`config.mk`:
```
export PLATFORM = sky130hd
export DESIGN_NAME = wav_sample_unpacker
export DESIGN_NICKNAME = d
export VERILOG_FILES = /design/src/rtl/wsu_pkg.sv /design/src/rtl/wsu_front.sv /design/src/rtl/wsu_desc_queue.sv /design/src/rtl/wsu_back.sv /design/src/rtl/wav_sample_unpacker.sv
export SDC_FILE = /design/constraint.sdc
export NUM_CORES = 1
export LEC_CHECK = 0
export BUFFER_PORTS_ARGS = -buffer_cell sky130_fd_sc_hd__buf_2
export CAP_MARGIN = 5
export CORE_UTILIZATION = 32
export DETAILED_ROUTE_END_ITERATION = 10
export GPL_TIMING_DRIVEN = 1
export MAX_ROUTING_LAYER = met4
export PLACE_DENSITY_LB_ADDON = 0.1
export SLEW_MARGIN = 20
export SYNTH_ARGS = -nofsm -noshare
export SYNTH_HDL_FRONTEND = slang
export SYNTH_SLANG_ARGS = --single-unit
export TNS_END_PERCENT = 10
```
`constraint.sdc`:
```
create_clock -name clock -period 4.2 [get_ports clock]
set_input_delay 0.84 -clock clock [delete_from_list [all_inputs] [get_ports clock]]
set_output_delay 0.84 -clock clock [all_outputs]
set_load 0.05 [all_outputs]
```
`src/rtl/wsu_pkg.sv`:
```
// wsu_pkg: shared types, register and format codes, and G.711 expansion
// functions for the WAV sample unpacker. No dependencies.
`default_nettype none

package wsu_pkg;

   // Frame store slots per bank, default
   localparam int MAX_CHANNELS = 8;

   // Register map and widths
   localparam int CSR_INDEX_W = 2;
   localparam int CSR_DATA_W  = 4;
   localparam logic [CSR_INDEX_W-1:0] REG_SAMPLE_FORMAT = 2'd0;
   localparam logic [CSR_INDEX_W-1:0] REG_PCM_WIDTH     = 2'd1;
   localparam logic [CSR_INDEX_W-1:0] REG_CHANNEL_COUNT = 2'd2;

   // sample_format codes (code 3 falls back to linear PCM)
   localparam logic [1:0] FMT_PCM  = 2'd0;
   localparam logic [1:0] FMT_ALAW = 2'd1;
   localparam logic [1:0] FMT_ULAW = 2'd2;

   // pcm_width codes (code 3 acts as 24-bit)
   localparam logic [1:0] WID_8  = 2'd0;
   localparam logic [1:0] WID_16 = 2'd1;
   localparam logic [1:0] WID_24 = 2'd2;

   // Reset values of the registers
   localparam logic [1:0] FORMAT_RESET = FMT_PCM;
   localparam logic [1:0] WIDTH_RESET  = WID_16;
   localparam logic [3:0] COUNT_RESET  = 4'd2;

   // Channel counts fit the 4-bit register; slots are carried at the widest
   localparam int CNT_W  = 4;
   localparam int SLOT_W = 5;

   // Output FIFO depth in the back end
   localparam int OUT_DEPTH = 4;

   // G.711 constants
   localparam logic [7:0]  ALAW_XOR  = 8'h55;
   localparam logic [7:0]  ULAW_XOR  = 8'hFF;
   localparam logic [15:0] ALAW_BIAS = 16'h0108;
   localparam logic [15:0] ULAW_BIAS = 16'd33;

   typedef struct packed {
      logic [7:0] data_byte;
      logic       packet_last;
   } wsu_req_type;

   typedef struct packed {
      logic signed [23:0] sample;
      logic [2:0]         channel;
      logic               frame_last;
      logic               packet_end;
   } wsu_rsp_type;

   // One decoded sample headed for the frame store
   typedef struct packed {
      logic              en;
      logic              bank;
      logic [SLOT_W-1:0] slot;
      logic [23:0]       sample;
   } wsu_store_wr_type;

   // A completed frame waiting to drain
   typedef struct packed {
      logic             bank;
      logic [CNT_W-1:0] count;
      logic             packet_end;
   } wsu_desc_type;

   // A-law code to 16-bit linear, placed at 24-bit full scale
   function automatic logic [23:0] alaw_to_linear(input logic [7:0] code);
      logic [7:0]  v;
      logic [2:0]  seg;
      logic [15:0] mag;
      v   = code ^ ALAW_XOR;
      seg = v[6:4];
      mag = {8'h00, v[3:0], 4'h0};
      if (seg == 3'd0) begin
         mag = mag + 16'd8;
      end else begin
         mag = mag + ALAW_BIAS;
         mag = mag << (seg - 3'd1);
      end
      // sign bit clear means negative
      if (!v[7]) begin
         mag = ~mag + 16'd1;
      end
      return {mag, 8'h00};
   endfunction

   // mu-law code to 16-bit linear, placed at 24-bit full scale
   function automatic logic [23:0] ulaw_to_linear(input logic [7:0] code);
      logic [7:0]  v;
      logic [2:0]  seg;
      logic [15:0] mag;
      v   = code ^ ULAW_XOR;
      seg = v[6:4];
      mag = ULAW_BIAS + {11'h000, v[3:0], 1'b0};
      mag = (mag << seg) - ULAW_BIAS;
      mag = mag << 2;
      if (v[7]) begin
         mag = ~mag + 16'd1;
      end
      return {mag, 8'h00};
   endfunction

endpackage

`default_nettype wire

```
`src/rtl/wsu_front.sv`:
```
// wsu_front: configuration registers, byte assembly and sample decode.
// Writes samples into the back end's frame store and posts completed frames.
// Depends on wsu_pkg.
`default_nettype none

module wsu_front #(
   parameter int MAX_CHANNELS = wsu_pkg::MAX_CHANNELS
) (
   input  wire logic                             clock,
   input  wire logic                             reset,
   // byte input
   input  wire logic                             push,
   input  wire wsu_pkg::wsu_req_type             req_data,
   input  wire logic                             accept,
   // configuration
   input  wire logic                             csr_wen,
   input  wire logic [wsu_pkg::CSR_INDEX_W-1:0]  csr_index,
   input  wire logic [wsu_pkg::CSR_DATA_W-1:0]   csr_wdata,
   // toward the back end
   output wsu_pkg::wsu_store_wr_type             store_wr,
   output logic                                  desc_push,
   output wsu_pkg::wsu_desc_type                 desc_word
);

   localparam int CW = wsu_pkg::CNT_W;

   logic [1:0]    sample_format_ff, sample_format_in;
   logic [1:0]    pcm_width_ff,     pcm_width_in;
   logic [CW-1:0] channel_count_ff, channel_count_in;
   logic [15:0]   held_ff,  held_in;
   logic [1:0]    phase_ff, phase_in;
   logic [CW-1:0] pos_ff,   pos_in;
   logic          bank_ff,  bank_in;

   logic [1:0]    bps;
   logic [CW-1:0] n_eff;
   logic          hold;
   logic [23:0]   sample;
   logic [CW:0]   pos_next;
   logic          frame_done;
   logic [CW-1:0] slot;
   logic          take;

   assign take = push & accept;

   // Register writes
   always_comb begin
      sample_format_in = sample_format_ff;
      pcm_width_in     = pcm_width_ff;
      channel_count_in = channel_count_ff;
      if (csr_wen) begin
         unique case (csr_index)
            wsu_pkg::REG_SAMPLE_FORMAT: sample_format_in = csr_wdata[1:0];
            wsu_pkg::REG_PCM_WIDTH:     pcm_width_in     = csr_wdata[1:0];
            wsu_pkg::REG_CHANNEL_COUNT: channel_count_in = csr_wdata[CW-1:0];
            default: ;
         endcase
      end
   end

   // Bytes per sample
   always_comb begin
      if (sample_format_ff == wsu_pkg::FMT_ALAW || sample_format_ff == wsu_pkg::FMT_ULAW) begin
         bps = 2'd1;
      end else begin
         unique case (pcm_width_ff)
            wsu_pkg::WID_8:  bps = 2'd1;
            wsu_pkg::WID_16: bps = 2'd2;
            default:         bps = 2'd3;
         endcase
      end
   end

   // Effective channel count: zero acts as one, saturate at the store size
   always_comb begin
      if (channel_count_ff == '0) begin
         n_eff = CW'(1);
      end else if ({2'b00, channel_count_ff} > 6'(MAX_CHANNELS)) begin
         n_eff = CW'(MAX_CHANNELS);
      end else begin
         n_eff = channel_count_ff;
      end
   end

   assign hold = ({1'b0, phase_ff} + 3'd1) < {1'b0, bps};

   // Decode the completing byte
   always_comb begin
      if (sample_format_ff == wsu_pkg::FMT_ALAW) begin
         sample = wsu_pkg::alaw_to_linear(req_data.data_byte);
      end else if (sample_format_ff == wsu_pkg::FMT_ULAW) begin
         sample = wsu_pkg::ulaw_to_linear(req_data.data_byte);
      end else if (bps == 2'd1) begin
         sample = {req_data.data_byte ^ 8'h80, 16'h0000};
      end else if (bps == 2'd2) begin
         sample = {req_data.data_byte, held_ff[7:0], 8'h00};
      end else begin
         sample = {req_data.data_byte, held_ff};
      end
   end

   // Slot in the frame, clamped to the store
   always_comb begin
      if ({2'b00, pos_ff} >= 6'(MAX_CHANNELS)) begin
         slot = CW'(MAX_CHANNELS - 1);
      end else begin
         slot = pos_ff;
      end
   end

   assign pos_next   = {1'b0, pos_ff} + (CW+1)'(1);
   assign frame_done = pos_next >= {1'b0, n_eff};

   // Assembly state
   always_comb begin
      held_in  = held_ff;
      phase_in = phase_ff;
      pos_in   = pos_ff;
      bank_in  = bank_ff;
      if (take) begin
         if (hold) begin
            if (phase_ff == 2'd0) begin
               held_in = {8'h00, req_data.data_byte};
            end else begin
               held_in = {req_data.data_byte, held_ff[7:0]};
            end
            phase_in = phase_ff + 2'd1;
         end else begin
            held_in  = '0;
            phase_in = '0;
            if (frame_done) begin
               pos_in  = '0;
               bank_in = ~bank_ff;
            end else begin
               pos_in = pos_next[CW-1:0];
            end
         end
         // packet end drops any partial sample or frame
         if (req_data.packet_last) begin
            held_in  = '0;
            phase_in = '0;
            pos_in   = '0;
         end
      end
   end

   always_ff @(posedge clock) begin
      if (reset) begin
         sample_format_ff <= wsu_pkg::FORMAT_RESET;
         pcm_width_ff     <= wsu_pkg::WIDTH_RESET;
         channel_count_ff <= wsu_pkg::COUNT_RESET;
         held_ff          <= '0;
         phase_ff         <= '0;
         pos_ff           <= '0;
         bank_ff          <= 1'b0;
      end else begin
         sample_format_ff <= sample_format_in;
         pcm_width_ff     <= pcm_width_in;
         channel_count_ff <= channel_count_in;
         held_ff          <= held_in;
         phase_ff         <= phase_in;
         pos_ff           <= pos_in;
         bank_ff          <= bank_in;
      end
   end

   // Store write and frame post
   assign store_wr.en     = take & ~hold;
   assign store_wr.bank   = bank_ff;
   assign store_wr.slot   = wsu_pkg::SLOT_W'(slot);
   assign store_wr.sample = sample;

   assign desc_push            = take & ~hold & frame_done;
   assign desc_word.bank       = bank_ff;
   assign desc_word.count      = n_eff;
   assign desc_word.packet_end = req_data.packet_last;

endmodule

`default_nettype wire

```
`src/rtl/wsu_desc_queue.sv`:
```
// wsu_desc_queue: two-entry queue of completed frames between front and back.
// One entry per frame store bank. Depends on wsu_pkg.
`default_nettype none

module wsu_desc_queue (
   input  wire logic                  clock,
   input  wire logic                  reset,
   input  wire logic                  push,
   input  wire wsu_pkg::wsu_desc_type push_word,
   input  wire logic                  pop,
   output logic                       full,
   output logic                       empty,
   output wsu_pkg::wsu_desc_type      head_word
);

   wsu_pkg::wsu_desc_type entry_ff [2];
   logic [1:0] count_ff, count_in;
   logic       head_ff,  head_in;
   logic       tail_ff,  tail_in;
   logic       do_push, do_pop;

   assign full      = count_ff == 2'd2;
   assign empty     = count_ff == 2'd0;
   assign head_word = entry_ff[head_ff];
   assign do_push   = push & ~full;
   assign do_pop    = pop & ~empty;

   // Pointers and fill count
   always_comb begin
      head_in  = do_pop  ? ~head_ff : head_ff;
      tail_in  = do_push ? ~tail_ff : tail_ff;
      count_in = count_ff + {1'b0, do_push} - {1'b0, do_pop};
   end

   always_ff @(posedge clock) begin
      if (reset) begin
         count_ff <= '0;
         head_ff  <= 1'b0;
         tail_ff  <= 1'b0;
      end else begin
         count_ff <= count_in;
         head_ff  <= head_in;
         tail_ff  <= tail_in;
      end
   end

   // Entry storage
   always_ff @(posedge clock) begin
      if (do_push) begin
         entry_ff[tail_ff] <= push_word;
      end
   end

endmodule

`default_nettype wire

```
`src/rtl/wsu_back.sv`:
```
// wsu_back: double-banked frame store, frame drain sequencer and output FIFO.
// Depends on wsu_pkg.
`default_nettype none

module wsu_back #(
   parameter int MAX_CHANNELS = wsu_pkg::MAX_CHANNELS
) (
   input  wire logic                      clock,
   input  wire logic                      reset,
   // from the front end
   input  wire wsu_pkg::wsu_store_wr_type store_wr,
   input  wire logic                      desc_empty,
   input  wire wsu_pkg::wsu_desc_type     desc_head,
   output logic                           desc_pop,
   // word output
   input  wire logic                      pop,
   output logic                           empty,
   output wsu_pkg::wsu_rsp_type           rsp_data
);

   localparam int CW       = wsu_pkg::CNT_W;
   localparam int PW       = (MAX_CHANNELS > 1) ? $clog2(MAX_CHANNELS) : 1;
   localparam int DEPTH    = 2 * (2 ** PW);
   localparam int OD       = wsu_pkg::OUT_DEPTH;
   localparam int OPW      = $clog2(OD);
   localparam int OCW      = $clog2(OD + 1);
   localparam int SLOT_MSB = wsu_pkg::SLOT_W - 1;

   // Frame store, two banks
   logic [23:0] store_mem [DEPTH];
   logic [23:0] rd_data_ff;

   // Drain sequencer
   logic [CW-1:0] idx_ff, idx_in;
   logic          issue;
   logic          issue_last;
   logic [PW:0]   rd_addr;

   // Read stage tags
   logic          rd_valid_ff;
   logic [2:0]    rd_chan_ff;
   logic          rd_flast_ff;
   logic          rd_pend_ff;

   // Output FIFO
   wsu_pkg::wsu_rsp_type fifo_ff [OD];
   logic [OPW-1:0] fhead_ff, fhead_in;
   logic [OPW-1:0] ftail_ff, ftail_in;
   logic [OCW-1:0] fcount_ff, fcount_in;
   logic           fpush, fpop;
   logic [OCW:0]   credit_used;
   logic [SLOT_MSB:0] idx_wide;

   // Issue one read a cycle while a frame waits and the FIFO has room
   assign credit_used = {1'b0, fcount_ff} + {{OCW{1'b0}}, rd_valid_ff};
   assign issue       = ~desc_empty & (credit_used < (OCW+1)'(OD));
   assign issue_last  = idx_ff == (desc_head.count - CW'(1));
   assign desc_pop    = issue & issue_last;
   assign idx_wide    = wsu_pkg::SLOT_W'(idx_ff);
   assign rd_addr     = {desc_head.bank, idx_wide[PW-1:0]};

   always_comb begin
      idx_in = idx_ff;
      if (issue) begin
         idx_in = issue_last ? '0 : idx_ff + CW'(1);
      end
   end

   // Store write and registered read
   always_ff @(posedge clock) begin
      if (store_wr.en) begin
         store_mem[{store_wr.bank, store_wr.slot[PW-1:0]}] <= store_wr.sample;
      end
      if (issue) begin
         rd_data_ff <= store_mem[rd_addr];
      end
   end

   // Tags that travel with the read
   always_ff @(posedge clock) begin
      if (issue) begin
         rd_chan_ff  <= idx_ff[2:0];
         rd_flast_ff <= issue_last;
         rd_pend_ff  <= desc_head.packet_end;
      end
   end

   // FIFO pointers
   assign fpush = rd_valid_ff;
   assign fpop  = pop & ~empty;
   assign empty = fcount_ff == '0;

   always_comb begin
      fhead_in  = fpop  ? fhead_ff + OPW'(1) : fhead_ff;
      ftail_in  = fpush ? ftail_ff + OPW'(1) : ftail_ff;
      fcount_in = fcount_ff + OCW'(fpush) - OCW'(fpop);
   end

   always_ff @(posedge clock) begin
      if (reset) begin
         idx_ff      <= '0;
         rd_valid_ff <= 1'b0;
         fhead_ff    <= '0;
         ftail_ff    <= '0;
         fcount_ff   <= '0;
      end else begin
         idx_ff      <= idx_in;
         rd_valid_ff <= issue;
         fhead_ff    <= fhead_in;
         ftail_ff    <= ftail_in;
         fcount_ff   <= fcount_in;
      end
   end

   // FIFO storage
   always_ff @(posedge clock) begin
      if (fpush) begin
         fifo_ff[ftail_ff].sample     <= rd_data_ff;
         fifo_ff[ftail_ff].channel    <= rd_chan_ff;
         fifo_ff[ftail_ff].frame_last <= rd_flast_ff;
         fifo_ff[ftail_ff].packet_end <= rd_pend_ff;
      end
   end

   assign rsp_data = fifo_ff[fhead_ff];

endmodule

`default_nettype wire

```
`src/rtl/wav_sample_unpacker.sv`:
```
// Top level of the WAV sample unpacker: front end, frame queue, back end.
// Depends on wsu_pkg, wsu_front, wsu_desc_queue, wsu_back.
//
// Takes one packet byte per cycle while full is low and decodes linear PCM
// (8/16/24-bit, little-endian), G.711 A-law or mu-law into signed 24-bit
// samples. Each completed frame passes the frame queue, the registered
// store read and the output FIFO, and leaves as one word per effective
// channel, channel 0 first, one word per cycle while the FIFO has room;
// full rises only while two completed frames wait to drain (two store
// banks). Partial samples and frames at a packet end are dropped. The user
// must change configuration only while the block is idle; it is not enforced.
`default_nettype none

module wav_sample_unpacker #(
   parameter int MAX_CHANNELS = wsu_pkg::MAX_CHANNELS
) (
   input  wire logic                             clock,
   input  wire logic                             reset,
   // byte input queue side
   input  wire logic                             push,
   output logic                                  full,
   input  wire wsu_pkg::wsu_req_type             req_data,
   // sample output queue side
   output logic                                  empty,
   input  wire logic                             pop,
   output wsu_pkg::wsu_rsp_type                  rsp_data,
   // configuration
   input  wire logic                             csr_wen,
   input  wire logic [wsu_pkg::CSR_INDEX_W-1:0]  csr_index,
   input  wire logic [wsu_pkg::CSR_DATA_W-1:0]   csr_wdata
);

   wsu_pkg::wsu_store_wr_type store_wr;
   wsu_pkg::wsu_desc_type     desc_word;
   wsu_pkg::wsu_desc_type     desc_head;
   logic                      desc_push;
   logic                      desc_pop;
   logic                      desc_full;
   logic                      desc_empty;

   // Hold off bytes while both banks await drain
   assign full = desc_full;

   wsu_front #(
      .MAX_CHANNELS (MAX_CHANNELS)
   ) u_front (
      .clock     (clock),
      .reset     (reset),
      .push      (push),
      .req_data  (req_data),
      .accept    (~desc_full),
      .csr_wen   (csr_wen),
      .csr_index (csr_index),
      .csr_wdata (csr_wdata),
      .store_wr  (store_wr),
      .desc_push (desc_push),
      .desc_word (desc_word)
   );

   wsu_desc_queue u_queue (
      .clock     (clock),
      .reset     (reset),
      .push      (desc_push),
      .push_word (desc_word),
      .pop       (desc_pop),
      .full      (desc_full),
      .empty     (desc_empty),
      .head_word (desc_head)
   );

   wsu_back #(
      .MAX_CHANNELS (MAX_CHANNELS)
   ) u_back (
      .clock      (clock),
      .reset      (reset),
      .store_wr   (store_wr),
      .desc_empty (desc_empty),
      .desc_head  (desc_head),
      .desc_pop   (desc_pop),
      .pop        (pop),
      .empty      (empty),
      .rsp_data   (rsp_data)
   );

endmodule

`default_nettype wire
```
==> impl_metrics.json, run 1 <==
{
  "ys_types": 67,
  "postCtsHoldBufs": 0,
  "clockBufferDepth": 3,
  "slowest_stage": "ha_1",
  "p_leak_uw": 0.00945,
  "synth.yosys.seq_area_share_pct": 70.9,
  "nets": 1548,
  "via_count": 12500,
  "hold_violations": 0,
  "syn_avg_cell_area_um2": 18.1,
  "grt_pass1_vias": 13200,
  "cap_violations": 0,
  "pre_cts_ws_ns": -0.142,
  "root_buffer": "clkbuf_16",
  "crit_chain": "buf_2, inv_1, ha_1, mux2_1, mux2i_1, buf_4, nor2_1, o31ai_1, buf_4, nor2_1, a31oi_1, xor2_1, o32ai_1, a311oi_2, buf_4",
  "rows": 100,
  "rsz0062_at_grt": "no",
  "postCtsSetupBuffers": 0,
  "start_util_pct": 32.5,
  "critPathKind": "input port to flip-flop",
  "outcome": "finished clean",
  "drv_slew": 0,
  "cp.required_ns": 4.62,
  "ir_drop_v": 0.000255,
  "maxSlewHeadroom_pct": 49.2,
  "fin_ws_ns": 0.645,
  "cts_tree": "built",
  "fin_crit_ns": 3.55,
  "syn_to_final_growth_pct": 18.0,
  "grt_remaining_overflow": 0,
  "hold_path.class": "flip-flop to flip-flop",
  "netlist_area_um2": 24300,
  "cts_made_buffers": 66,
  "fp.dieH_um": 278,
  "path_delay_family": "buffers and inverters",
  "dp_hpwl_um": 34100,
  "startpoint_type": "input port",
  "arrival_ns": 3.98,
  "place_congestion": 0.784,
  "synth_async_sr_flop_share_pct": 0,
  "ys_seq_elements": 591,
  "viasPerCell": 4.98,
  "critPathBufInv": 5,
  "cpMostUsedCell": "buf_4",
  "clk_latency_ns": 0.60,
  "worstSetupEndpointType": "flip-flop",
  "die_x_um": 278,
  "period_share_pct": 84.6,
  "wirelength_um": 57700,
  "finalPower_uw": 13900,
  "core-area_um2": 74800,
  "drc_errors": 0,
  "grt_max_degree": 42,
  "floorplan.die_area_um2": 77200,
  "synthFlopType": "edfxtp_1",
  "critPathMaxStageDelay_ns": 0.40,
  "gr-usage-all-layers_pct": 15.7,
  "clkTransAtPathRegs_ns": 0.06,
  "finalSetupTns_ns": 0,
  "setup_viol": 0,
  "initialDrtViolationCount": 850,
  "antenna_found_initial": 0,
  "wl_per_cell_um": 22.9,
  "skew_ns": 0.0223,
  "cts_max_level": 3,
  "ant_nets": 0,
  "cts.sinks": 591,
  "drtPass1Iterations": 5,
  "synth_edf_count": 541,
  "cts_resized": 0,
  "io_buffers": 50,
  "whs_ns": 0.451,
  "boundaryPins": 51,
  "fillCellCount": 6875,
  "synthCells": 1345,
  "drive_above_1_share_pct": 28.5,
  "critPathMaxFanout": 16,
  "tightest_slew_ns": 0.754,
  "grt_pass1_wl_um": 86500,
  "synth_nets": 1398,
  "synth_warnings": 0,
  "max_freq_ghz": 0.281,
  "power_density_nw_per_um2": 485
}
## flip-flops by register name (all words and copies together) (netlist names), 2 cells and up, named ones only
register and count:
u_back.ftail_ff 2, u_queue.count_ff 2, u_back.fhead_ff 2, u_front.sample_format_ff 2
u_back.rd_data_ff 24, u_back.fcount_ff 3, u_queue.entry_ff 12, u_front.phase_ff 2
u_front.channel_count_ff 4, u_front.pcm_width_ff 2, u_back.rd_chan_ff 3, u_back.idx_ff 4
u_back.store_mem 384, u_front.held_ff 16, u_front.pos_ff 4, u_back.fifo_ff 116
## logic make-up (layout without fill, tap and decap cells)
| logic type | count (synthesis) | after routing | synth area share, % |
|---|---|---|---|
| fa+ha+maj | 33 | 33 | 1.76 |
| xor+xnor | 45 | 45 | 1.62 |
| flops | 591 | 591 | 70.9 |
| other cells | 0 | 2 | 0 |
| buf+inv | 98 | 298 | 1.65 |
| compound gates | 151 | 151 | 4.05 |
| mux | 180 | 180 | 15.2 |
| simple gates | 247 | 247 | 4.90 |
## cells in the final DEF, fill, tap and decap left out, types with 5 or more instances in the layout
master	netlist	final
a221oi_1	6	6
a211oi_1	5	5
nand2b_1	11	11
o21ai_1	8	7
and3_1	7	7
clkinv_1	1	12
nor2b_1	16	16
buf_2	12	50
dfxtp_1	50	46
nand2_1	56	56
o21ai_0	19	19
mux2i_1	18	17
nor2_1	93	77
and2_1	16	16
edfxtp_1	541	541
ha_1	31	31
mux4_2	150	150
buf_4	3	87
mux2_2	10	10
nor3_1	12	11
a21oi_1	47	45
clkinv_2	0	8
a22oi_1	12	12
nor2_4	0	16
a31oi_1	11	11
nand3b_1	5	5
buf_12	0	15
xnor2_1	29	29
nand3_1	7	7
clkbuf_1	42	18
clkbuf_16	0	68
xor2_1	16	16
inv_1	25	25
## final timing paths
path                                                               start                                 end  slack (ns)  cells after the start
worst min register to register          u_front.held_ff[13]$_SDFFE_PP0P_    u_front.held_ff[13]$_SDFFE_PP0P_        0.45                      2
worst min-delay path                    u_front.held_ff[13]$_SDFFE_PP0P_    u_front.held_ff[13]$_SDFFE_PP0P_        0.45                      2
worst max register to register  u_front.sample_format_ff[0]$_SDFFE_PP0P_   u_back.store_mem[0][17]$_DFFE_PP_        0.75                     10
worst max-delay path                                         req_data[6]  u_back.store_mem[14][21]$_DFFE_PP_        0.65                     15
## cell usage after synthesis (all sizes together) (7+ instances only)
master / instances / area (um^2)
nor2b: 16 / 100
clkbuf: 42 / 158
xnor2: 29 / 254
a211oi: 7 / 62.6
o21ai: 27 / 135
nand3: 8 / 45.0
mux4: 150 / 3380
nor2: 93 / 349
mux2i: 18 / 180
a22oi: 12 / 90.1
dfxtp: 50 / 1000
buf: 28 / 139
mux2: 12 / 135
xor2: 16 / 140
nor3: 12 / 60.1
nand2b: 11 / 68.8
and3: 7 / 43.8
ha: 31 / 388
a21oi: 47 / 235
a31oi: 11 / 68.8
inv: 27 / 101
nand2: 56 / 210
edfxtp: 541 / 16200
and2: 16 / 100
## worst register-to-register path, cell delays in order (launching register included)
cell and delay, ns:
dfxtp_1 0.33, inv_1 0.06, ha_1 0.34, o21ai_0 0.31
fa_1 0.58, a31oi_1 0.11, nand2b_1 0.21, nor3_1 0.21
nand2_1 0.30, nor2_4 0.17, buf_4 0.44
## routing by layer
metal / vias to the layer above / GRT usage [%] / routed length, um
li1: 5689 / - / -
met1: 6541 / 19.7 / 25500
met2: 225 / 26.3 / 29100
met3: 67 / 2.35 / 2180
met4: 0 / 4.25 / 880
met5: - / - / 0
## power by group
part | switching (uW) | total, uW | internal, uW
logic | 1050 | 1700 | 654
clock network | 2270 | 5560 | 3280
registers | 106 | 6650 | 6550
total | 3430 | 13900 | 10500
## per-stage QoR
step,cells,util [%],cell area [um^2]
detailed placement,2396,35.6,26600
finish,2516,38.4,28700
global placement,2396,35.6,26600
floorplan,1345,-,24300
global route,2514,38.4,28700
CTS,2514,38.4,28700
## layout make-up
type / instances / area (um^2) / share of cell area, %
antenna: 2 / 5.00 / 0.0174
inverter: 28 / 105 / 0.366
tap: 969 / 1210 / 4.22
multi-input combinational: 656 / 6850 / 23.9
sequential: 591 / 17300 / 60.1
clock inverter: 29 / 272 / 0.946
clock buffer: 89 / 1810 / 6.31
timing repair buffer: 152 / 1200 / 4.19
(Power assumes the default switching activity.)
==> run 2, diff against run 1 <==
--- a/config.mk
+++ b/config.mk
@@ -5,6 +5,7 @@
 export SDC_FILE = /design/constraint.sdc
 export NUM_CORES = 1
 export LEC_CHECK = 0
+export ABC_AREA = 1
 export BUFFER_PORTS_ARGS = -buffer_cell sky130_fd_sc_hd__buf_2
 export CAP_MARGIN = 5
 export CORE_UTILIZATION = 32
==> constraint.sdc (replaced) <==
create_clock -name clock -period 3.3 [get_ports clock]
set_input_delay 0.66 -clock clock [delete_from_list [all_inputs] [get_ports clock]]
set_output_delay 0.66 -clock clock [all_outputs]
set_load 0.05 [all_outputs]
==> impl_metrics.json, run 2 <==
{
  "critPathKind": "flip-flop to flip-flop",
  "hold_violations": 0,
  "instances_no_fill": 3298,
  "synth_most_common_cell": "edfxtp_1",
  "drv_slew": 0,
  "rr_worst_depth": 13,
  "final_cell_mix": "edfxtp_1, nor2_1, o21ai_0",
  "min_from": "req_data[0]",
  "synthCells": 2093,
  "postCtsHoldBufs": 0,
  "largest_reg_flops": 384,
  "cts_tree": "built",
  "synth_nets": 2146,
  "p_leak_uw": 0.0101,
  "power_density_nw_per_um2": 636,
  "place_inst": 3179,
  "nets": 2272,
  "ys_seq_elements": 591,
  "wirelength_um": 69300,
  "drtPass1Iterations": 6,
  "cts_made_buffers": 68,
  "core-area_um2": 76100,
  "viasPerCell": 4.95,
  "critPathMaxFanout": 7,
  "arrival_ns": 3.48,
  "rsz0062_at_grt": "no",
  "maxSlewHeadroom_pct": 43.3,
  "reg2reg_to": "u_queue.count_ff[1]$_SDFF_PP0_",
  "seqCellArea_um2": 17300,
  "multiInputGateArea_um2": 6590,
  "synth_async_sr_flop_share_pct": 0,
  "period_share_pct": 89.9,
  "max_freq_ghz": 0.337,
  "rows": 101,
  "n_antenna_cell": 0,
  "synth_top_area_cell": "edfxtp_1",
  "die_x_um": 279,
  "via_count": 16300,
  "gr-usage-all-layers_pct": 18.3,
  "cap_violations": 0,
  "cts_resized": 0,
  "hold_path.class": "input port to flip-flop",
  "boundaryPins": 51,
  "antenna_found_initial": 1,
  "fp.dieH_um": 279,
  "grt_max_degree": 124,
  "ir_drop_v": 0.000280,
  "whs_endpoint": "u_queue.entry_ff[0][0]$_DFFE_PP_",
  "place_congestion": 0.861,
  "syn_to_final_growth_pct": 18.6,
  "rrSetupSlack_ns": 0.33,
  "clk_latency_ns": 0.59,
  "tightest_slew_ns": 0.851,
  "synth_common_cells": "edfxtp_1, nor2_1, o21ai_0",
  "worstSetupEndpointType": "flip-flop",
  "postCtsSetupBuffers": 0,
  "fin_crit_ns": 2.97,
  "grt_remaining_overflow": 0,
  "layout_commonest_cell": "edfxtp_1",
  "cp.required_ns": 3.81,
  "synth_edf_count": 541,
  "finalPower_uw": 18600,
  "start_util_pct": 32.4,
  "cts_max_level": 3,
  "wl_per_cell_um": 21.0,
  "finalSetupTns_ns": 0,
  "ys_types": 47,
  "setup_viol": 0,
  "syn_avg_cell_area_um2": 11.8,
  "synth_warnings": 0,
  "yosys-top-cells-area": "edfxtp_1, o21ai_0, nor2_1",
  "clockBufferDepth": 3,
  "dp_hpwl_um": 39800,
  "initialDrtViolationCount": 1265,
  "fillCellCount": 7411,
  "skew_ns": 0.0152,
  "startpoint_type": "flip-flop",
  "grt_pass1_wl_um": 104000,
  "ant_nets": 0,
  "synth_top_area_share_pct": 66.0,
  "io_buffers": 50,
  "drc_errors": 0,
  "clkTransAtPathRegs_ns": 0.06,
  "synthFlopType": "edfxtp_1",
  "outcome": "finished clean",
  "root_buffer": "clkbuf_16",
  "whs_path_depth": 1,
  "cts.sinks": 591,
  "synth.yosys.seq_area_share_pct": 70.0,
  "floorplan.die_area_um2": 78100,
  "drive_above_1_share_pct": 14.2,
  "grt_pass1_vias": 16000,
  "netlist_area_um2": 24600
}
[run 2: changes by cell type in the layout (fill, tap and decap cells not counted), moves of 22 or more]
cell	previous run	this run
xnor2_1	29	7
o221ai_1	0	45
nand2_1	56	185
nand3_1	7	56
mux4_2	150	0
nor2_1	77	344
inv_1	25	107
o21ai_0	19	333
o22ai_1	4	84
[run 2: how the worst max path moves through the flow]
stage / slack (ns) / endpoint / startpoint
2_1_floorplan: 0.08 / u_back.store_mem[0][23]$_DFFE_PP_ / req_data[6]
3_3_place_gp: 0.04 / u_back.store_mem[7][15]$_DFFE_PP_ / req_data[5]
5_1_grt: 0.12 / u_queue.count_ff[1]$_SDFF_PP0_ / flip-flop
6_report: 0.33 / u_queue.count_ff[1]$_SDFF_PP0_ / flip-flop
4_1_cts: 0.32 / u_queue.count_ff[1]$_SDFF_PP0_ / flip-flop
3_5_place_dp: -0.02 / u_back.store_mem[7][21]$_DFFE_PP_ / req_data[5]
[run 2: routing by layer]
metal  GRT usage [%]  share of wire (%)  vias up
met3            2.58                4.2       93
met4            5.32                2.0        0
li1                -                  -     7807
met1            24.3                 47     8079
met2            29.3                 47      359
met5               -                  0        -
[run 2: critical path: stages, from the launching register on]
cell	delay [ns]
dfxtp_1	0.53
mux2i_1	0.39
ha_1	0.30
xnor2_1	0.13
nor3_1	0.20
and2_1	0.26
nand2_1	0.16
inv_1	0.09
ha_1	0.22
inv_1	0.06
ha_1	0.14
xor2_1	0.17
o21ai_0	0.10
a21oi_1	0.15
[run 2: area by class of cell]
class	instances	area share, %
sequential	591	59.0
multi-input combinational	1267	22.6
timing repair buffer	174	5.37
inverter	117	1.52
clock inverter	28	0.689
tap	1030	4.41
clock buffer	91	6.41
[run 2: logic make-up after synthesis]
logic type / count (synthesis) / synth area share [%]
flip-flops: 591 / 70.0
adder cells (fa/ha/maj): 33 / 1.74
AND/OR/NAND/NOR: 644 / 10.6
multiplexers: 5 / 0.208
AO/OA/AOI/OAI: 567 / 13.0
buffers and inverters: 235 / 3.73
XOR/XNOR: 18 / 0.640
[run 2: stage by stage]
step | hold slack, ns | util [%] | setup slack [ns] | instance area [um^2]
3_3_place_gp | 0.437 | 35.7 | 0.0436 | 27100
4_1_cts | 0.301 | 38.4 | 0.322 | 29200
3_5_place_dp | 0.452 | 35.7 | -0.0232 | 27100
5_1_grt | 0.321 | 38.4 | 0.123 | 29200
2_1_floorplan | 0.406 | - | 0.0779 | 24600
6_report | 0.334 | 38.4 | 0.332 | 29200
[run 2: power breakdown]
group	leakage (uW)	switching [uW]	total, uW	internal, uW
Combinational	0.00388	2090	2920	825
Clock	0.00101	2910	7100	4200
Sequential	0.00523	129	8570	8440
